--- src/design/cbg_pkg.sv ---
// Shared types and constants for the coprime base generator.
package cbg_pkg;

    localparam int FIELD_BITS    = 32;
    localparam int CFG_ADDR_BITS = 2;

    localparam logic [CFG_ADDR_BITS-1:0] REG_MODULUS_N  = 2'd0;
    localparam logic [CFG_ADDR_BITS-1:0] REG_PRIME_ONLY = 2'd1;
    localparam logic [CFG_ADDR_BITS-1:0] REG_BASE_COUNT = 2'd2;

    localparam logic [FIELD_BITS-1:0] MODULUS_RESET    = 32'd15;
    localparam logic [FIELD_BITS-1:0] BASE_COUNT_RESET = 32'd8;

    typedef enum logic [3:0] {
        S_IDLE,
        S_CHECK,
        S_TEST,
        S_GCD_DIV,
        S_GCD_WAIT,
        S_PRM_DIV,
        S_PRM_WAIT,
        S_NEXT,
        S_FINISH
    } cbg_state_t;

endpackage

--- src/design/cbg_divider.sv ---
// Shift-subtract divider, one quotient bit per cycle, shared for gcd and trial division.
module cbg_divider #(
    parameter int WIDTH = 32
) (
    input  logic             clk,
    input  logic             rst_n,
    input  logic             start,
    input  logic [WIDTH-1:0] dividend,
    input  logic [WIDTH-1:0] divisor,
    output logic             done,
    output logic [WIDTH-1:0] quotient,
    output logic [WIDTH-1:0] remainder
);

    localparam int CNT_BITS = $clog2(WIDTH + 1);

    logic                busy_reg, busy_next;
    logic                done_reg, done_next;
    logic [CNT_BITS-1:0] cnt_reg, cnt_next;
    logic [WIDTH-1:0]    quo_reg, quo_next;
    logic [WIDTH-1:0]    rem_reg, rem_next;
    logic [WIDTH-1:0]    dsr_reg, dsr_next;
    logic [WIDTH:0]      shifted;
    logic [WIDTH:0]      diff;

    always_comb
    begin
        shifted   = {rem_reg, quo_reg[WIDTH-1]};
        diff      = shifted - {1'b0, dsr_reg};
        busy_next = busy_reg;
        done_next = 1'b0;
        cnt_next  = cnt_reg;
        quo_next  = quo_reg;
        rem_next  = rem_reg;
        dsr_next  = dsr_reg;
        if (start && !busy_reg)
        begin
            quo_next  = dividend;
            rem_next  = '0;
            dsr_next  = divisor;
            cnt_next  = CNT_BITS'(WIDTH);
            busy_next = 1'b1;
        end
        else if (busy_reg)
        begin
            if (!diff[WIDTH])
            begin
                rem_next = diff[WIDTH-1:0];
                quo_next = {quo_reg[WIDTH-2:0], 1'b1};
            end
            else
            begin
                rem_next = shifted[WIDTH-1:0];
                quo_next = {quo_reg[WIDTH-2:0], 1'b0};
            end
            cnt_next = cnt_reg - CNT_BITS'(1);
            if (cnt_reg == CNT_BITS'(1))
            begin
                busy_next = 1'b0;
                done_next = 1'b1;
            end
        end
    end

    always_ff @(posedge clk or negedge rst_n)
    begin
        if (!rst_n)
        begin
            busy_reg <= 1'b0;
            done_reg <= 1'b0;
            cnt_reg  <= '0;
        end
        else
        begin
            busy_reg <= busy_next;
            done_reg <= done_next;
            cnt_reg  <= cnt_next;
        end
    end

    always_ff @(posedge clk)
    begin
        quo_reg <= quo_next;
        rem_reg <= rem_next;
        dsr_reg <= dsr_next;
    end

    assign done      = done_reg;
    assign quotient  = quo_reg;
    assign remainder = rem_reg;

endmodule

--- src/design/coprime_base_generator.sv ---
// Top level: request sequencer, configuration registers and result register.
// Each request beat searches upward from the stored candidate for the next value coprime to
// modulus_n (and prime when prime_only is set) and returns one result beat. All divisions
// run on one shift-subtract divider of W = max(VALUE_BITS, 32) bits. A candidate costs one
// division per Euclid step (at most about 1.44 * W steps) and, in prime mode, one division per
// trial divisor up to the square root of the candidate. The block takes no new request until
// the current result is in the output register, which holds it while the consumer stalls.
module coprime_base_generator #(
    parameter int VALUE_BITS = 32
) (
    input  logic                                    clk,
    input  logic                                    rst_n,
    input  logic                                    cfg_we,
    input  logic [cbg_pkg::CFG_ADDR_BITS-1:0]       cfg_addr,
    input  logic [cbg_pkg::FIELD_BITS-1:0]          cfg_data,
    input  logic                                    in_valid,
    output logic                                    in_stall,
    input  logic                                    restart,
    output logic                                    out_valid,
    input  logic                                    out_stall,
    output logic [cbg_pkg::FIELD_BITS-1:0]          base_value,
    output logic [cbg_pkg::FIELD_BITS-1:0]          base_index,
    output logic                                    is_last,
    output logic                                    exhausted
);

    localparam int FB = cbg_pkg::FIELD_BITS;
    localparam int W  = (VALUE_BITS > FB) ? VALUE_BITS : FB;
    localparam logic [VALUE_BITS-1:0] VALUE_TOP = {VALUE_BITS{1'b1}};
    localparam logic [VALUE_BITS-1:0] VALUE_TWO = VALUE_BITS'(2);

    cbg_pkg::cbg_state_t state_reg, state_next;

    logic [FB-1:0]         modulus_reg, modulus_next;
    logic                  prime_reg, prime_next;
    logic [FB-1:0]         limit_reg, limit_next;
    logic [VALUE_BITS-1:0] cand_reg, cand_next;
    logic [FB-1:0]         count_reg, count_next;

    logic [VALUE_BITS-1:0] cur_reg, cur_next;
    logic [W-1:0]          gx_reg, gx_next;
    logic [W-1:0]          gy_reg, gy_next;
    logic [VALUE_BITS-1:0] d_reg, d_next;

    logic [FB-1:0]         res_value_reg, res_value_next;
    logic [FB-1:0]         res_index_reg, res_index_next;
    logic                  res_last_reg, res_last_next;
    logic                  res_exh_reg, res_exh_next;

    logic                  out_valid_reg, out_valid_next;
    logic [FB-1:0]         out_value_reg, out_value_next;
    logic [FB-1:0]         out_index_reg, out_index_next;
    logic                  out_last_reg, out_last_next;
    logic                  out_exh_reg, out_exh_next;

    logic                  div_start;
    logic [W-1:0]          div_dividend;
    logic [W-1:0]          div_divisor;
    logic                  div_done;
    logic [W-1:0]          div_quotient;
    logic [W-1:0]          div_remainder;

    logic                  in_beat;
    logic                  out_free;
    logic                  exh_now;
    logic                  rem_zero;
    logic                  gcd_one;
    logic                  d_past_root;
    logic                  found;
    logic [FB:0]           count_inc;

    cbg_divider #(
        .WIDTH (W)
    ) u_div (
        .clk       (clk),
        .rst_n     (rst_n),
        .start     (div_start),
        .dividend  (div_dividend),
        .divisor   (div_divisor),
        .done      (div_done),
        .quotient  (div_quotient),
        .remainder (div_remainder)
    );

    assign in_beat     = in_valid && !in_stall;
    assign out_free    = !out_valid_reg || !out_stall;
    assign exh_now     = (count_reg >= limit_reg) || (modulus_reg == '0);
    assign rem_zero    = (div_remainder == '0);
    assign gcd_one     = (gx_reg == W'(1));
    assign d_past_root = (W'(d_reg) > div_quotient);
    assign count_inc   = {1'b0, count_reg} + (FB+1)'(1);
    assign found       = ((state_reg == cbg_pkg::S_GCD_WAIT) && div_done && rem_zero
                          && gcd_one && !prime_reg)
                      || ((state_reg == cbg_pkg::S_PRM_WAIT) && div_done && d_past_root);

    always_comb
    begin
        state_next = state_reg;
        case (state_reg)
            cbg_pkg::S_IDLE:
            begin
                if (in_valid)
                    state_next = cbg_pkg::S_CHECK;
            end
            cbg_pkg::S_CHECK:
            begin
                state_next = exh_now ? cbg_pkg::S_FINISH : cbg_pkg::S_TEST;
            end
            cbg_pkg::S_TEST:
            begin
                state_next = (cur_reg == VALUE_TOP) ? cbg_pkg::S_FINISH : cbg_pkg::S_GCD_DIV;
            end
            cbg_pkg::S_GCD_DIV:
            begin
                state_next = cbg_pkg::S_GCD_WAIT;
            end
            cbg_pkg::S_GCD_WAIT:
            begin
                if (div_done)
                begin
                    if (!rem_zero)
                        state_next = cbg_pkg::S_GCD_DIV;
                    else if (!gcd_one)
                        state_next = cbg_pkg::S_NEXT;
                    else if (prime_reg)
                        state_next = cbg_pkg::S_PRM_DIV;
                    else
                        state_next = cbg_pkg::S_FINISH;
                end
            end
            cbg_pkg::S_PRM_DIV:
            begin
                state_next = cbg_pkg::S_PRM_WAIT;
            end
            cbg_pkg::S_PRM_WAIT:
            begin
                if (div_done)
                begin
                    if (d_past_root)
                        state_next = cbg_pkg::S_FINISH;
                    else if (rem_zero)
                        state_next = cbg_pkg::S_NEXT;
                    else
                        state_next = cbg_pkg::S_PRM_DIV;
                end
            end
            cbg_pkg::S_NEXT:
            begin
                state_next = cbg_pkg::S_TEST;
            end
            cbg_pkg::S_FINISH:
            begin
                if (out_free)
                    state_next = cbg_pkg::S_IDLE;
            end
            default:
            begin
                state_next = cbg_pkg::S_IDLE;
            end
        endcase
    end

    always_comb
    begin
        in_stall     = (state_reg != cbg_pkg::S_IDLE);
        div_start    = 1'b0;
        div_dividend = gy_reg;
        div_divisor  = gx_reg;
        case (state_reg)
            cbg_pkg::S_GCD_DIV:
            begin
                div_start = 1'b1;
            end
            cbg_pkg::S_PRM_DIV:
            begin
                div_start    = 1'b1;
                div_dividend = W'(cur_reg);
                div_divisor  = W'(d_reg);
            end
            default:
            begin
                div_start = 1'b0;
            end
        endcase
    end

    always_comb
    begin
        modulus_next   = modulus_reg;
        prime_next     = prime_reg;
        limit_next     = limit_reg;
        cand_next      = cand_reg;
        count_next     = count_reg;
        cur_next       = cur_reg;
        gx_next        = gx_reg;
        gy_next        = gy_reg;
        d_next         = d_reg;
        res_value_next = res_value_reg;
        res_index_next = res_index_reg;
        res_last_next  = res_last_reg;
        res_exh_next   = res_exh_reg;
        out_value_next = out_value_reg;
        out_index_next = out_index_reg;
        out_last_next  = out_last_reg;
        out_exh_next   = out_exh_reg;
        out_valid_next = out_valid_reg && out_stall;

        if (cfg_we)
        begin
            case (cfg_addr)
                cbg_pkg::REG_MODULUS_N:  modulus_next = cfg_data;
                cbg_pkg::REG_PRIME_ONLY: prime_next   = cfg_data[0];
                cbg_pkg::REG_BASE_COUNT: limit_next   = cfg_data;
                default:                 modulus_next = modulus_reg;
            endcase
        end

        if (in_beat && restart)
        begin
            cand_next  = VALUE_TWO;
            count_next = '0;
        end

        case (state_reg)
            cbg_pkg::S_CHECK:
            begin
                res_value_next = '0;
                res_index_next = '0;
                res_last_next  = 1'b0;
                res_exh_next   = 1'b1;
                cur_next       = (cand_reg < VALUE_TWO) ? VALUE_TWO : cand_reg;
            end
            cbg_pkg::S_TEST:
            begin
                gx_next = W'(cur_reg);
                gy_next = W'(modulus_reg);
                d_next  = VALUE_TWO;
                if (cur_reg == VALUE_TOP)
                    cand_next = VALUE_TOP;
            end
            cbg_pkg::S_GCD_WAIT:
            begin
                if (div_done && !rem_zero)
                begin
                    gy_next = gx_reg;
                    gx_next = div_remainder;
                end
            end
            cbg_pkg::S_PRM_WAIT:
            begin
                if (div_done && !d_past_root && !rem_zero)
                    d_next = d_reg + VALUE_BITS'(1);
            end
            cbg_pkg::S_NEXT:
            begin
                cur_next = cur_reg + VALUE_BITS'(1);
            end
            cbg_pkg::S_FINISH:
            begin
                if (out_free)
                begin
                    out_valid_next = 1'b1;
                    out_value_next = res_value_reg;
                    out_index_next = res_index_reg;
                    out_last_next  = res_last_reg;
                    out_exh_next   = res_exh_reg;
                end
            end
            default:
            begin
                cur_next = cur_reg;
            end
        endcase

        if (found)
        begin
            res_value_next = FB'(cur_reg);
            res_index_next = count_reg;
            res_last_next  = (count_inc == {1'b0, limit_reg});
            res_exh_next   = 1'b0;
            count_next     = count_inc[FB-1:0];
            cand_next      = cur_reg + VALUE_BITS'(1);
        end
    end

    always_ff @(posedge clk or negedge rst_n)
    begin
        if (!rst_n)
        begin
            state_reg     <= cbg_pkg::S_IDLE;
            modulus_reg   <= cbg_pkg::MODULUS_RESET;
            prime_reg     <= 1'b0;
            limit_reg     <= cbg_pkg::BASE_COUNT_RESET;
            cand_reg      <= VALUE_TWO;
            count_reg     <= '0;
            out_valid_reg <= 1'b0;
        end
        else
        begin
            state_reg     <= state_next;
            modulus_reg   <= modulus_next;
            prime_reg     <= prime_next;
            limit_reg     <= limit_next;
            cand_reg      <= cand_next;
            count_reg     <= count_next;
            out_valid_reg <= out_valid_next;
        end
    end

    always_ff @(posedge clk)
    begin
        cur_reg       <= cur_next;
        gx_reg        <= gx_next;
        gy_reg        <= gy_next;
        d_reg         <= d_next;
        res_value_reg <= res_value_next;
        res_index_reg <= res_index_next;
        res_last_reg  <= res_last_next;
        res_exh_reg   <= res_exh_next;
        out_value_reg <= out_value_next;
        out_index_reg <= out_index_next;
        out_last_reg  <= out_last_next;
        out_exh_reg   <= out_exh_next;
    end

    assign out_valid  = out_valid_reg;
    assign base_value = out_value_reg;
    assign base_index = out_index_reg;
    assign is_last    = out_last_reg;
    assign exhausted  = out_exh_reg;

`ifndef NO_ASSERTIONS
    a_beat_starts_check: assert property (@(posedge clk) disable iff (!rst_n)
        in_beat |=> state_reg == cbg_pkg::S_CHECK)
        else $error("request beat did not start a search");

    a_done_only_when_waiting: assert property (@(posedge clk) disable iff (!rst_n)
        div_done |-> (state_reg == cbg_pkg::S_GCD_WAIT || state_reg == cbg_pkg::S_PRM_WAIT))
        else $error("divider finished outside a wait state");

    a_exhausted_is_empty: assert property (@(posedge clk) disable iff (!rst_n)
        out_valid && exhausted |-> base_value == '0 && base_index == '0 && !is_last)
        else $error("exhausted beat carries a base");

    a_base_at_least_two: assert property (@(posedge clk) disable iff (!rst_n)
        out_valid && !exhausted && VALUE_BITS <= FB |-> base_value >= FB'(2))
        else $error("delivered base below two");

    a_found_in_range: assert property (@(posedge clk) disable iff (!rst_n)
        found |-> count_reg < limit_reg && cur_reg != VALUE_TOP)
        else $error("base found past the count or at the range top");
`endif

endmodule

--- config.mk ---
export PLATFORM = sky130hd
export DESIGN_NAME = coprime_base_generator
export DESIGN_NICKNAME = d
export VERILOG_FILES = /design/src/design/cbg_pkg.sv /design/src/design/cbg_divider.sv /design/src/design/coprime_base_generator.sv
export SDC_FILE = /design/constraint.sdc
export NUM_CORES = 1
export LEC_CHECK = 0
export ABC_CLOCK_PERIOD_IN_PS = 12450
export BUFFER_PORTS_ARGS = -buffer_cell sky130_fd_sc_hd__buf_2
export CAP_MARGIN = 20
export CORE_ASPECT_RATIO = 0.8
export CORE_MARGIN = 1.5
export CORE_UTILIZATION = 45
export DETAILED_ROUTE_END_ITERATION = 16
export HOLD_SLACK_MARGIN = 0.08
export PLACE_DENSITY = 0.58
export SLEW_MARGIN = 0
export SYNTH_ARGS = -nofsm -noshare
export SYNTH_HDL_FRONTEND = slang
export SYNTH_SLANG_ARGS = --single-unit
--- constraint.sdc ---
create_clock -name clk -period 12.45 [get_ports clk]
set_input_delay 0 -clock clk [delete_from_list [all_inputs] [get_ports clk]]
set_output_delay 0 -clock clk [all_outputs]
set_load 0.03 [all_outputs]
# After elaboration in Yosys (flattened, before gate mapping)
# Index checks and enable logic that the tools add are counted.
# Widths: inputs -> output; s select.
totals:
  in_bits: 40
  elab_cells: 143
  register_bits: 498
classes:
  magnitude_cmp: 3
  addsub: 5
  reduce_logical: 42
  n_eq_ne: 20
  mux: 48
ops:
  columns: ["op", "n"]
  rows:
  - ["$mux 32", 18]
  - ["$pmux 32 s2", 4]
  - ["$add 32x1->32 const B", 2]
  - ["$logic_not 32->1", 2]
  - ["$mux 4", 10]
  - ["$pmux 4 s9", 1]
  - ["$add 32x1->33 const B", 1]
  - ["$eq 33x32->1", 1]
  - ["$sub 33x32->33", 1]
  - ["$eq 32x1->1 const B", 1]
  - ["$eq 32x32->1 const B", 1]
  - ["$ge 32x32->1", 1]
  - ["$gt 32x32->1", 1]
  - ["$lt 32x2->1 const B", 1]
  - ["$eq 4x3->1 const B", 4]
  - ["$logic_and 1x1->1", 13]
  - ["$mux 1", 12]
  - ["$mux 6", 2]
  - ["$reduce_and 2->1", 6]
  - ["$reduce_bool 2->1", 6]
  - ["$eq 4x2->1 const B", 2]
  - ["$ne 2x1->1 const B", 4]
  - ["$logic_not 1->1", 7]
  - ["$eq 6x1->1 const B", 1]
  - ["13 further kinds", 16]

# Longest topological paths before layout
# Gate-level depths: netlist (run 1).
logic_depth:
  depth_word: 8
  depth_mapped: 15

# Cells and area by module
# A second synthesis (run 1) with hierarchy kept.
unflattened:
  hier_cells: 2344
  hier_area_um2: 26445.4
modules_own_cells:
  columns: ["module", "cells_each", "instances", "area_per_inst_um2", "seq_area_each_um2"]
  rows:
  - ["coprime_base_generator", 1763, 1, 20479.6, 11158.2]
  - ["cbg_divider", 581, 1, 5965.7, 2762.6]

# Worst setup path before layout (run 1)
# No wires, ideal clock.
synth_path:
  path_kind: "flip-flop to flip-flop"
  startpoint: "reg state_reg[2]"
  endpoint: "reg gx_reg[0], enable pin"
  path_stages_with_launch: 5
  path_buffers: 1
  arrival_ns: 5.195
  t_required_ns: 11.885
  slack_ns: 6.691
  period_less_slack_ns: 5.759
  cell_sequence: "dfrtp_1 -> clkbuf_1 -> nor2b_1 -> a21oi_1 -> nor3_1"
synth_via:
  elab_chain_len: 3
  elab_cells_between_ends: 5
  classes_between: "3 x eq/ne; 2 x reduce/logical"
synth_lines:
  columns: ["item", "line_no", "rtl"]
  rows:
  - ["start, declared", "coprime_base_generator.sv:32", "cbg_pkg::cbg_state_t state_reg, state_next;"]
  - ["start signal, assigned", "coprime_base_generator.sv:290", "state_reg <= cbg_pkg::S_IDLE;"]
  - ["start signal, assigned", "coprime_base_generator.sv:300", "state_reg <= state_next;"]
  - ["$eq 4x3->1 or $eq 4x2->1 (tied branches)", "coprime_base_generator.sv:224", "case (state_reg)"]
  - ["$ne 2x1->1 (no source line) or $reduce_bool 2->1 (tied branches)", null, null]
  - ["$reduce_and 2->1 (no source line) *", null, null]
  - ["end signal, assigned", "coprime_base_generator.sv:313", "gx_reg <= gx_next;"]
  - ["end, declared", "coprime_base_generator.sv:41", "logic [W-1:0] gx_reg, gx_next;"]
# Every way passes the cells marked *; elsewhere a longest branch is shown, timed or not.
# A chain may end at the register's enable or synchronous reset.

# Worst setup path after layout (run 1)
layout_path:
  startpoint: "reg d_reg[25]"
  endpoint: "reg count_reg[4]"
layout_via:
  elab_chain_len: 4
  elab_cells_between_ends: 5
  classes_between: "1 x order compare; 1 x mux; 3 x reduce/logical"
layout_lines:
  columns: ["item", "line_no", "rtl"]
  rows:
  - ["start, declared", "coprime_base_generator.sv:43", "logic [VALUE_BITS-1:0] d_reg, d_next;"]
  - ["start signal, assigned", "coprime_base_generator.sv:315", "d_reg <= d_next;"]
  - ["$gt 32x32->1 *", "coprime_base_generator.sv:90", "assign d_past_root = (W'(d_reg) > div_quotient);"]
  - ["$logic_and 1x1->1 *", "coprime_base_generator.sv:94", "|| ((state_reg == cbg_pkg::S_PRM_WAIT) && div_done && d_past_root);"]
  - ["$logic_or 1x1->1 *", "coprime_base_generator.sv:94", null]
  - ["$mux 32 or $reduce_bool 2->1 (tied branches)", null, null]
  - ["end signal, assigned", "coprime_base_generator.sv:305", "count_reg <= count_next;"]
  - ["end, declared", "coprime_base_generator.sv:38", "logic [FB-1:0] count_reg, count_next;"]
# Marks and branches as above.

==> results of run 1 <==
worst min-delay path, stage by stage:
cell,delay (ns)
sky130_fd_sc_hd__buf_2,0.08
sky130_fd_sc_hd__nand3_1,0.09
sky130_fd_sc_hd__buf_4,0.30
sky130_fd_sc_hd__nand3_1,0.15
sky130_fd_sc_hd__nand2_1,0.05
cells by family (layout without fill, tap and decap cells):
group / count (synthesis) / in the layout / share of synthesized area [%]
AO/OA/AOI/OAI: 399 / 399 / 9.64
flip-flops: 498 / 498 / 54.6
AND/OR/NAND/NOR: 649 / 649 / 13.0
adder cells (fa/ha/maj): 102 / 102 / 5.04
XOR/XNOR: 133 / 133 / 4.57
buffers and inverters: 227 / 386 / 3.67
multiplexers: 220 / 220 / 9.43
other: 0 / 1 / 0
power by group:
group / internal, mW / total [mW] / leakage, nW / switching (mW)
sequential: 2.36 / 2.81 / 5.13 / 0.454
clock: 0.832 / 1.49 / 0.773 / 0.654
combinational: 0.863 / 2.05 / 5.27 / 1.19
final cells by class:
| type | instances | area share [%] |
|---|---|---|
| flip-flops and latches | 498 | 48.4 |
| multi-input cells | 1503 | 37.2 |
| clock buffers | 69 | 4.88 |
| repair buffers | 169 | 3.90 |
| well taps | 750 | 3.26 |
| inverters | 124 | 1.62 |
| clock inverters | 24 | 0.644 |
| diodes | 1 | 0.00871 |
repair_timing:
item | CTS | global route
buffers inserted | 0 | 0
hold buffers | 40 | 0
endpoints found under the setup margin | 0 | 0
hold endpoints to repair | 133 | 0
metal layers:
layer | vias up | GRT usage [%] | part of all wire (%)
li1 | 8382 | - | -
met1 | 8746 | 35.2 | 49
met2 | 528 | 32.8 | 43
met3 | 72 | 3.63 | 6.3
met4 | 0 | 4.18 | 1.6
met5 | - | 0 | 0
synth_stat cells, types with 4 or more instances:
master	n
sky130_fd_sc_hd__a211oi_1	8
sky130_fd_sc_hd__a21o_1	37
sky130_fd_sc_hd__a21oi_1	100
sky130_fd_sc_hd__a31oi_1	10
sky130_fd_sc_hd__and2_1	64
sky130_fd_sc_hd__and3_1	28
sky130_fd_sc_hd__and4_1	11
sky130_fd_sc_hd__buf_1	10
sky130_fd_sc_hd__buf_2	19
sky130_fd_sc_hd__clkbuf_1	66
sky130_fd_sc_hd__dfrtp_1	136
sky130_fd_sc_hd__dfstp_2	6
sky130_fd_sc_hd__dfxtp_1	33
sky130_fd_sc_hd__edfxtp_1	323
sky130_fd_sc_hd__ha_1	101
sky130_fd_sc_hd__inv_1	124
sky130_fd_sc_hd__mux2_2	161
sky130_fd_sc_hd__mux2i_1	59
sky130_fd_sc_hd__nand2_1	146
sky130_fd_sc_hd__nand2b_1	12
sky130_fd_sc_hd__nand3_1	92
sky130_fd_sc_hd__nand4_1	43
sky130_fd_sc_hd__nor2_1	128
sky130_fd_sc_hd__nor2b_1	17
sky130_fd_sc_hd__nor3_1	31
sky130_fd_sc_hd__nor3b_1	6
sky130_fd_sc_hd__nor4_1	37
sky130_fd_sc_hd__o211ai_1	39
sky130_fd_sc_hd__o21ai_0	112
sky130_fd_sc_hd__o21ai_1	25
sky130_fd_sc_hd__o21bai_1	6
sky130_fd_sc_hd__o22ai_1	7
sky130_fd_sc_hd__o31ai_1	14
sky130_fd_sc_hd__or2_2	4
sky130_fd_sc_hd__or3_1	10
sky130_fd_sc_hd__xnor2_1	61
sky130_fd_sc_hd__xor2_1	72
worst max-delay path by stage:
stage | start | endpoint | slack [ns] | depth (start not counted)
after global routing | d_reg[25] | count_reg[16] | 7.56 | 12
after CTS | d_reg[25] | count_reg[15] | 8.00 | 12
after global placement | d_reg[25] | res_value_reg[7] | 8.12 | 10
final | d_reg[25] | count_reg[4] | 7.89 | 12
after floorplan | state_reg[2] | gx_reg[0] | 6.69 | 4
after detailed placement | d_reg[25] | count_reg[15] | 8.02 | 12
through the flow:
| stage | setup slack (ns) | cell area, um^2 |
|---|---|---|
| after global placement | 8.12 | 26700 |
| after floorplan | 6.69 | 25500 |
| after global routing | 7.56 | 28700 |
| final | 7.89 | 28700 |
| after CTS | 8.00 | 28700 |
| after detailed placement | 8.02 | 26700 |
==> report_table.html, run 1 <==
<table>
<tr><th>Metric</th><th>Value</th></tr>
<tr><th colspan="2">Synth</th></tr>
<tr><td>Count of state elements after synthesis</td><td>498</td></tr>
<tr><td>Share of the synthesized area in the top cell type</td><td>38.1%</td></tr>
<tr><td>Net count of the mapped netlist</td><td>between 2,000 and 2,500</td></tr>
<tr><td>Per-instance average area after synthesis</td><td>11.4 um^2</td></tr>
<tr><td>Synth warnings</td><td>0</td></tr>
<tr><td>Portion of the post-synthesis area used by sequential elements</td><td>54.6%</td></tr>
<tr><td>Post-synth top area cell</td><td>sky130_fd_sc_hd__edfxtp_1</td></tr>
<tr><td>Number of instances in the synthesized netlist</td><td>2,228</td></tr>
<tr><td>Post-synth EDFFs</td><td>323</td></tr>
<tr><td>Mapped cell area</td><td>0.0255 mm^2</td></tr>
<tr><td>Synth top area cells</td><td>sky130_fd_sc_hd__edfxtp_1, sky130_fd_sc_hd__dfrtp_1, sky130_fd_sc_hd__mux2_2</td></tr>
<tr><td>Count of distinct cell types in the synthesized netlist</td><td>83</td></tr>
<tr><td>Most used DFF post-synth</td><td>sky130_fd_sc_hd__edfxtp_1</td></tr>
<tr><td>Async set-or-reset flop fraction in the synthesized netlist</td><td>28.5%</td></tr>
<tr><th colspan="2">Placed design</th></tr>
<tr><td>Number of instances in the placed design</td><td>3,003</td></tr>
<tr><td>Routability-driven placement congestion ratio</td><td>slightly below 0.9</td></tr>
<tr><td>Count of input and output buffers</td><td>107</td></tr>
<tr><td>Sum of net half-perimeters after detailed placement</td><td>around 46,000 um</td></tr>
<tr><th colspan="2">Route</th></tr>
<tr><td>Initial DRC count</td><td>1,493</td></tr>
<tr><td>Iteration count of the initial detailed-routing pass</td><td>6</td></tr>
<tr><td>Wire length reported by the detailed router</td><td>65,500 um</td></tr>
<tr><td>Post-DRT Antenna Nets</td><td>0</td></tr>
<tr><td>Routed length per instance</td><td>20.9 um</td></tr>
<tr><td>Average vias per placed instance</td><td>5.65</td></tr>
<tr><td>DR DRC count</td><td>0</td></tr>
<tr><td>DR vias</td><td>approximately 18,000</td></tr>
<tr><th colspan="2">Worst setup path</th></tr>
<tr><td>Critical path's largest stage delay</td><td>roughly 0.94 ns</td></tr>
<tr><td>Most prevalent standard cell on the critical path</td><td>sky130_fd_sc_hd__a21o_1</td></tr>
<tr><td>Kind of end point of the critical path</td><td>flop</td></tr>
<tr><td>Buf+Inv Stages, Crit Path</td><td>1</td></tr>
<tr><td>Startpoint of the worst-slack reg-to-reg timing path</td><td>d_reg[25]</td></tr>
<tr><td>CP startpoint kind</td><td>flop</td></tr>
<tr><td>Cell family with most CP delay</td><td>compound AO/OA/AOI/OAI gates</td></tr>
<tr><td>Cells along the critical path</td><td>ha_1, a21o_1, a21o_1, a21oi_1, o211ai_1, a221oi_1, nand2_1, a41oi_4, buf_4, and2_1, o21ai_0, o31ai_1</td></tr>
<tr><td>Required @ worst endpoint</td><td>approximately 13 ns</td></tr>
<tr><td>Reg2Reg Depth</td><td>12</td></tr>
<tr><td>Endpoint arrival time on the critical path</td><td>~5 ns</td></tr>
<tr><td>Register-to-register setup slack</td><td>7.89 ns</td></tr>
<tr><td>Maximum net fanout on the critical path</td><td>57</td></tr>
<tr><td>Slowest library cell on the worst path</td><td>sky130_fd_sc_hd__and2_1</td></tr>
<tr><td>Critical setup path kind</td><td>reg -&gt; reg</td></tr>
<tr><td>End of the worst register-to-register path</td><td>count_reg[4]</td></tr>
<tr><th colspan="2">Finish</th></tr>
<tr><td>Commonest non-fill, non-tap cell in the layout</td><td>sky130_fd_sc_hd__edfxtp_1</td></tr>
<tr><td>Highest-count cells in the layout ignoring fill and taps</td><td>sky130_fd_sc_hd__edfxtp_1, sky130_fd_sc_hd__mux2_2, sky130_fd_sc_hd__nand2_1</td></tr>
<tr><td>Post-layout instance count excluding filler cells</td><td>3,138</td></tr>
<tr><td>Fillcell total</td><td>4,935</td></tr>
<tr><td>Net count, final</td><td>~2,500</td></tr>
<tr><td>Multi-input combinational cell area</td><td>~0.011 mm^2</td></tr>
<tr><td>Utilization of the core after routing</td><td>51.7%</td></tr>
<tr><td>Proportion of layout cells with a drive suffix above 1</td><td>17.1%</td></tr>
<tr><td>FF/Latch Area</td><td>0.0139 mm^2</td></tr>
<tr><td>Area added between synthesis and finish</td><td>12.8%</td></tr>
<tr><th colspan="2">STA</th></tr>
<tr><td>Fmax achieved</td><td>around 220 MHz</td></tr>
<tr><td>Setup-violating endpoint count in the final report</td><td>0</td></tr>
<tr><td>Measured slew at the worst slew-check pin</td><td>about 1.1 ns</td></tr>
<tr><td>Fin crit share</td><td>36.6%</td></tr>
<tr><td>Final clock skew</td><td>between 0.02 and 0.03 ns</td></tr>
<tr><td>Slew Limit Fails</td><td>0</td></tr>
<tr><td>Unrepaired setup endpoints after global routing</td><td>false</td></tr>
<tr><td>TNS Setup</td><td>0 ns</td></tr>
<tr><td>Worst slew slack as a fraction of its limit</td><td>around 29%</td></tr>
<tr><td>Clock period minus worst slack</td><td>4.56 ns</td></tr>
<tr><td>Final hold slack</td><td>0.130 ns</td></tr>
<tr><td>Final hold violation count</td><td>0</td></tr>
<tr><th colspan="2">Clock network</th></tr>
<tr><td>Sink count of the clock tree</td><td>498</td></tr>
<tr><td>CTS H-tree depth</td><td>2</td></tr>
<tr><td>Clock transition time at the flip-flop clock pins of the worst setup and hold paths</td><td>0.06 ns</td></tr>
<tr><td>CTS tree</td><td>built</td></tr>
<tr><td>Buffer levels on the longest clock path</td><td>3</td></tr>
<tr><td>CTS buffer count</td><td>50</td></tr>
<tr><td>Clk root buf</td><td>sky130_fd_sc_hd__clkbuf_16</td></tr>
<tr><td>Post-cts gate resize count</td><td>0</td></tr>
<tr><td>Clock network latency to the later pin of the worst-skew pair</td><td>between 0.5 and 0.6 ns</td></tr>
<tr><th colspan="2">Floorplan</th></tr>
<tr><td># rows</td><td>a little under 80</td></tr>
<tr><td>Placeable Area</td><td>0.0556 mm^2</td></tr>
<tr><td>Die Ht</td><td>around 220 um</td></tr>
<tr><td>Die outline width</td><td>269 um</td></tr>
<tr><td>Number of ports placed on the die boundary</td><td>108</td></tr>
<tr><td>Total Die Area</td><td>0.0581 mm^2</td></tr>
<tr><td>Initial Utilization</td><td>between 40% and 50%</td></tr>
<tr><th colspan="2">Global routing</th></tr>
<tr><td>Global route overflow</td><td>0</td></tr>
<tr><td>Initial antenna violation count</td><td>0</td></tr>
<tr><td>Total routing resource utilization after global routing</td><td>22.5%</td></tr>
<tr><td>Number of global-route vias before repair</td><td>16,903</td></tr>
<tr><td>Maximum number of pins on one net before global-route repair</td><td>75</td></tr>
<tr><td>Wire length of the first global-routing pass</td><td>101,000 um</td></tr>
<tr><th colspan="2">Hold path</th></tr>
<tr><td>Tightest Hold Check Type</td><td>in -&gt; reg</td></tr>
<tr><td>Startpoint of the lowest-slack hold path</td><td>restart</td></tr>
<tr><td>End point of the most critical hold path</td><td>count_reg[1]</td></tr>
<tr><td>Count of cells along the worst hold path</td><td>5</td></tr>
<tr><th colspan="2">Pwr</th></tr>
<tr><td>Power per standard cell area</td><td>221 mW/mm^2</td></tr>
<tr><td>Maximum VDD drop</td><td>0.143 mV</td></tr>
<tr><td>Leak pwr</td><td>around 11 nW</td></tr>
<tr><td>Final Total Pwr</td><td>6.35 mW</td></tr>
<tr><th colspan="2">Run status</th></tr>
<tr><td>Result of the run</td><td>finished, final reports clean</td></tr>
<tr><th colspan="2">Job</th></tr>
<tr><td>Maximum Capacitance Violations</td><td>0</td></tr>
</table>
Power figures use the tool's default switching activity.
==> run 2: changes to the inputs <==
ABC_AREA = 1   (was unset)
ABC_CLOCK_PERIOD_IN_PS = 4200   (was 12450)
clock period = 4.2 ns   (was 12.45 ns; I/O delays follow)
==> run 2 against run 1 <==
Effect of this change: routed wire length up 28%; sequential share of layout area shrank 1.7 points; largest power group unchanged; fmax increased by 32%; core utilization down 0.33 points; hold slack improved by 0.082 ns; sequential cell count unchanged; register-to-register slack lost 7.1 ns; critical endpoint is now u_div.remainder[7].
==> report_table.html, run 2 <==
<table>
<tr><th>Metric</th><th>Value</th></tr>
<tr><th colspan="2">Synth</th></tr>
<tr><td>Mapped cell area</td><td>0.0264 mm^2 (+3.6%)</td></tr>
<tr><td>Xor-xnor portion of the synthesized cell area</td><td>2.26% (-2.3 points)</td></tr>
<tr><td>Synth warnings</td><td>0 (unchanged)</td></tr>
<tr><td>Async set-or-reset flop fraction in the synthesized netlist</td><td>28.5% (unchanged)</td></tr>
<tr><td>Synth top area cells</td><td>sky130_fd_sc_hd__edfxtp_1, sky130_fd_sc_hd__dfrtp_1, sky130_fd_sc_hd__nand2_1</td></tr>
<tr><td>Complex-gate fraction of the synthesized area</td><td>11.7% (+2.1 points)</td></tr>
<tr><td>Post-synth top area cell</td><td>sky130_fd_sc_hd__edfxtp_1</td></tr>
<tr><td>Count of state elements after synthesis</td><td>498 (unchanged)</td></tr>
<tr><td>Post-synth EDFFs</td><td>323 (unchanged)</td></tr>
<tr><td>Number of instances in the synthesized netlist</td><td>2,992 (+34%)</td></tr>
<tr><td>Share of the synthesized area in the top cell type</td><td>36.7% (-1.3 points)</td></tr>
<tr><td>Most common cell in the netlist</td><td>sky130_fd_sc_hd__nand2_1</td></tr>
<tr><td>Most used DFF post-synth</td><td>sky130_fd_sc_hd__edfxtp_1</td></tr>
<tr><td>Per-instance average area after synthesis</td><td>8.82 um^2 (-23%)</td></tr>
<tr><td>Count of distinct cell types in the synthesized netlist</td><td>55 (-34%)</td></tr>
<tr><td>Dominant combinational cell family by area after synthesis</td><td>simple AND/OR/NAND/NOR gates</td></tr>
<tr><td>Most instantiated cells after synthesis</td><td>sky130_fd_sc_hd__nand2_1, sky130_fd_sc_hd__inv_1, sky130_fd_sc_hd__edfxtp_1</td></tr>
<tr><td>Portion of the post-synthesis area used by sequential elements</td><td>52.7% (-1.9 points)</td></tr>
<tr><td>Net count of the mapped netlist</td><td>3,134 (+32%)</td></tr>
<tr><td>Fraction of synthesized area in multiplexers</td><td>0% (-9.4 points)</td></tr>
<tr><td>Simple-gate portion of the synthesized area</td><td>20.7% (+7.7 points)</td></tr>
<tr><td>Synth Area in Adders</td><td>4.86% (-0.17 points)</td></tr>
<tr><th colspan="2">Finish</th></tr>
<tr><td>Highest-count cells in the layout ignoring fill and taps</td><td>sky130_fd_sc_hd__nand2_1, sky130_fd_sc_hd__inv_1, sky130_fd_sc_hd__edfxtp_1</td></tr>
<tr><td>Proportion of layout cells with a drive suffix above 1</td><td>9.50% (-7.6 points)</td></tr>
<tr><td>Net count, final</td><td>3,268 (+31%)</td></tr>
<tr><td>Commonest non-fill, non-tap cell in the layout</td><td>sky130_fd_sc_hd__nand2_1</td></tr>
<tr><td>FF/Latch Area</td><td>0.0139 mm^2 (unchanged)</td></tr>
<tr><td>Area added between synthesis and finish</td><td>12.9%</td></tr>
<tr><td>Fillcell total</td><td>5,465 (+11%)</td></tr>
<tr><td>Post-layout instance count excluding filler cells</td><td>3,940 (+26%)</td></tr>
<tr><td>Multi-input combinational cell area</td><td>0.0105 mm^2 (-1.9%)</td></tr>
<tr><th colspan="2">Worst setup path</th></tr>
<tr><td>Required @ worst endpoint</td><td>4.66 ns (-8.27 ns)</td></tr>
<tr><td>Register-to-register setup slack</td><td>0.74 ns (-7.15 ns)</td></tr>
<tr><td>Critical setup path kind</td><td>reg -&gt; reg</td></tr>
<tr><td>Startpoint of the worst-slack reg-to-reg timing path</td><td>u_div.dsr_reg[0]</td></tr>
<tr><td>End of the worst register-to-register path</td><td>u_div.remainder[7]</td></tr>
<tr><td>Kind of end point of the critical path</td><td>flop</td></tr>
<tr><td>CP startpoint kind</td><td>flop</td></tr>
<tr><td>Maximum net fanout on the critical path</td><td>28 (-51%)</td></tr>
<tr><td>Reg2Reg Depth</td><td>14 (+2)</td></tr>
<tr><td>Endpoint arrival time on the critical path</td><td>3.92 ns (-1.12 ns)</td></tr>
<tr><th colspan="2">Placed design</th></tr>
<tr><td>Count of input and output buffers</td><td>107 (unchanged)</td></tr>
<tr><td>Routability-driven placement congestion ratio</td><td>0.980 (+10%)</td></tr>
<tr><td>Sum of net half-perimeters after detailed placement</td><td>62,400 um (+36%)</td></tr>
<tr><td>Number of instances in the placed design</td><td>3,798 (+26%)</td></tr>
<tr><th colspan="2">Clock network</th></tr>
<tr><td>Clk root buf</td><td>sky130_fd_sc_hd__clkbuf_16</td></tr>
<tr><td>CTS tree</td><td>built</td></tr>
<tr><td>Post-cts gate resize count</td><td>0 (unchanged)</td></tr>
<tr><td>Sink count of the clock tree</td><td>498 (unchanged)</td></tr>
<tr><td>CTS H-tree depth</td><td>2 (unchanged)</td></tr>
<tr><td>CTS buffer count</td><td>52 (+4.0%)</td></tr>
<tr><td>Buffer levels on the longest clock path</td><td>3 (unchanged)</td></tr>
<tr><td>Clock network latency to the later pin of the worst-skew pair</td><td>0.62 ns (+0.03 ns)</td></tr>
<tr><td>Clock transition time at the flip-flop clock pins of the worst setup and hold paths</td><td>0.06 ns (about the same)</td></tr>
<tr><th colspan="2">Job</th></tr>
<tr><td>Maximum Capacitance Violations</td><td>0 (unchanged)</td></tr>
<tr><th colspan="2">Floorplan</th></tr>
<tr><td>Number of ports placed on the die boundary</td><td>108 (unchanged)</td></tr>
<tr><td># rows</td><td>79 (+2.6%)</td></tr>
<tr><td>Total Die Area</td><td>0.0601 mm^2 (+3.5%)</td></tr>
<tr><td>Die outline width</td><td>274 um (+1.8%)</td></tr>
<tr><td>Placeable Area</td><td>0.0580 mm^2 (+4.4%)</td></tr>
<tr><td>Initial Utilization</td><td>45.5% (-0.34 points)</td></tr>
<tr><td>Die Ht</td><td>220 um (+1.8%)</td></tr>
<tr><th colspan="2">Global routing</th></tr>
<tr><td>Initial antenna violation count</td><td>1 (+1)</td></tr>
<tr><td>Wire length of the first global-routing pass</td><td>126,000 um (+26%)</td></tr>
<tr><td>Maximum number of pins on one net before global-route repair</td><td>143 (+91%)</td></tr>
<tr><td>Total routing resource utilization after global routing</td><td>27.9% (+5.4 points)</td></tr>
<tr><td>Number of global-route vias before repair</td><td>20,629 (+22%)</td></tr>
<tr><td>Global route overflow</td><td>0 (unchanged)</td></tr>
<tr><th colspan="2">Route</th></tr>
<tr><td>Average vias per placed instance</td><td>5.52 (-2.3%)</td></tr>
<tr><td>Wire length reported by the detailed router</td><td>83,500 um (+28%)</td></tr>
<tr><td>Iteration count of the initial detailed-routing pass</td><td>5 (-1)</td></tr>
<tr><td>Routed length per instance</td><td>21.2 um (+1.7%)</td></tr>
<tr><td>DR DRC count</td><td>0 (unchanged)</td></tr>
<tr><td>Post-DRT Antenna Nets</td><td>0 (unchanged)</td></tr>
<tr><td>Initial DRC count</td><td>2,309 (+55%)</td></tr>
<tr><td>DR vias</td><td>21,736 (+23%)</td></tr>
<tr><th colspan="2">Pwr</th></tr>
<tr><td>Maximum VDD drop</td><td>0.322 mV (+130%)</td></tr>
<tr><td>Power per standard cell area</td><td>350 mW/mm^2 (+58%)</td></tr>
<tr><td>Leak pwr</td><td>12.8 nW (+15%)</td></tr>
<tr><th colspan="2">STA</th></tr>
<tr><td>Final hold violation count</td><td>0 (unchanged)</td></tr>
<tr><td>Unrepaired setup endpoints after global routing</td><td>false</td></tr>
<tr><td>Setup-violating endpoint count in the final report</td><td>0 (unchanged)</td></tr>
<tr><td>Fmax achieved</td><td>289 MHz (+32%)</td></tr>
<tr><td>Fin crit share</td><td>82.4% (+46 points)</td></tr>
<tr><td>Worst slew slack as a fraction of its limit</td><td>9.91% (-19 points)</td></tr>
<tr><td>Clock period minus worst slack</td><td>3.46 ns (-1.10 ns)</td></tr>
<tr><td>Final clock skew</td><td>0.0186 ns (-0.00777 ns)</td></tr>
<tr><td>Measured slew at the worst slew-check pin</td><td>1.35 ns (+0.282 ns)</td></tr>
<tr><td>TNS Setup</td><td>0 ns (unchanged)</td></tr>
<tr><td>Slew Limit Fails</td><td>0 (unchanged)</td></tr>
<tr><th colspan="2">Hold path</th></tr>
<tr><td>Count of cells along the worst hold path</td><td>4 (-1)</td></tr>
<tr><td>End point of the most critical hold path</td><td>limit_reg[4]</td></tr>
<tr><td>Tightest Hold Check Type</td><td>in -&gt; reg</td></tr>
<tr><td>Startpoint of the lowest-slack hold path</td><td>cfg_data[4]</td></tr>
<tr><th colspan="2">Run status</th></tr>
<tr><td>Result of the run</td><td>finished, final reports clean</td></tr>
</table>
==> run 2: worst max path at each step <==
stage,from,to,slack [ns],cells past startpoint
after floorplan,state_reg[1],base_index[0],0.25,3
after global placement,u_div.dsr_reg[0],u_div.remainder[7],0.88,14
after detailed placement,u_div.dsr_reg[0],u_div.remainder[7],0.85,14
after CTS,u_div.dsr_reg[0],u_div.remainder[7],0.83,14
after global routing,d_reg[30],res_value_reg[4],0.58,12
final,u_div.dsr_reg[0],u_div.remainder[7],0.74,14
==> run 2: cell families (layout without fill, tap and decap cells) <==
family,Yosys count,count (layout)
XOR/XNOR,64,64
other,0,1
flip-flops,498,498
AND/OR/NAND/NOR,1252,1252
AO/OA/AOI/OAI,570,570
buffers and inverters,506,684
adder cells (fa/ha/maj),102,102
==> run 2: routing by layer <==
metal / GRT usage, % / up-vias / routed length [um]
met5: 0 / - / 0
met4: 7.38 / 0 / 1960
met3: 5.72 / 101 / 7310
met2: 39.0 / 832 / 34100
met1: 43.2 / 10461 / 40200
li1: - / 10342 / -
==> run 2: area by class of cell <==
| class | count | share of cell area, % |
|---|---|---|
| Clock inverter | 23 | 0.491 |
| Timing Repair Buffer | 174 | 4.12 |
| Sequential cell | 498 | 46.7 |
| Clock buffer | 75 | 5.03 |
| Antenna cell | 1 | 0.00840 |
| Inverter | 412 | 5.19 |
| Multi-Input combinational cell | 1988 | 35.2 |
| Tap cell | 769 | 3.23 |
==> run 2: metrics by stage <==
step / instance area, um^2 / setup slack (ns) / power [mW] / hold slack [ns] / util, %
global placement: 27700 / 0.884 / 5.93 / 0.177 / 47.8
CTS: 29800 / 0.833 / 10.5 / 0.124 / 51.4
detailed placement: 27700 / 0.853 / 5.94 / 0.221 / 47.8
global route: 29800 / 0.581 / 10.8 / 0.213 / 51.4
finish: 29800 / 0.739 / 10.4 / 0.212 / 51.4
floorplan: 26400 / 0.251 / 5.74 / -0.296 / -
==> run 2: worst max-delay path, stage by stage, from the launching register on <==
cell                       delay (ns)
sky130_fd_sc_hd__edfxtp_1        0.49
sky130_fd_sc_hd__ha_1            0.32
sky130_fd_sc_hd__fa_1            0.45
sky130_fd_sc_hd__inv_1           0.15
sky130_fd_sc_hd__nand2_1         0.11
sky130_fd_sc_hd__o21ai_2         0.21
sky130_fd_sc_hd__a21oi_2         0.14
sky130_fd_sc_hd__o21ai_2         0.26
sky130_fd_sc_hd__nand3_2         0.18
sky130_fd_sc_hd__nand2_2         0.13
sky130_fd_sc_hd__nand2_4         0.21
sky130_fd_sc_hd__nand2_4         0.35
sky130_fd_sc_hd__nand2_1         0.10
sky130_fd_sc_hd__nand3_1         0.12
sky130_fd_sc_hd__a21oi_1         0.08
==> run 2: power by group <==
part           switching [mW]  internal (mW)  total (mW)
Clock                    2.01           2.54        4.55
Sequential             0.0991           5.29        5.39
Combinational           0.282          0.203       0.485
Total                    2.39           8.04        10.4
==> run 2: what timing repair did <==
action,CTS,global route
endpoints found under the hold margin,211,6
hold buffers,42,1
buffers inserted,0,0
endpoints found under the setup margin,0,0
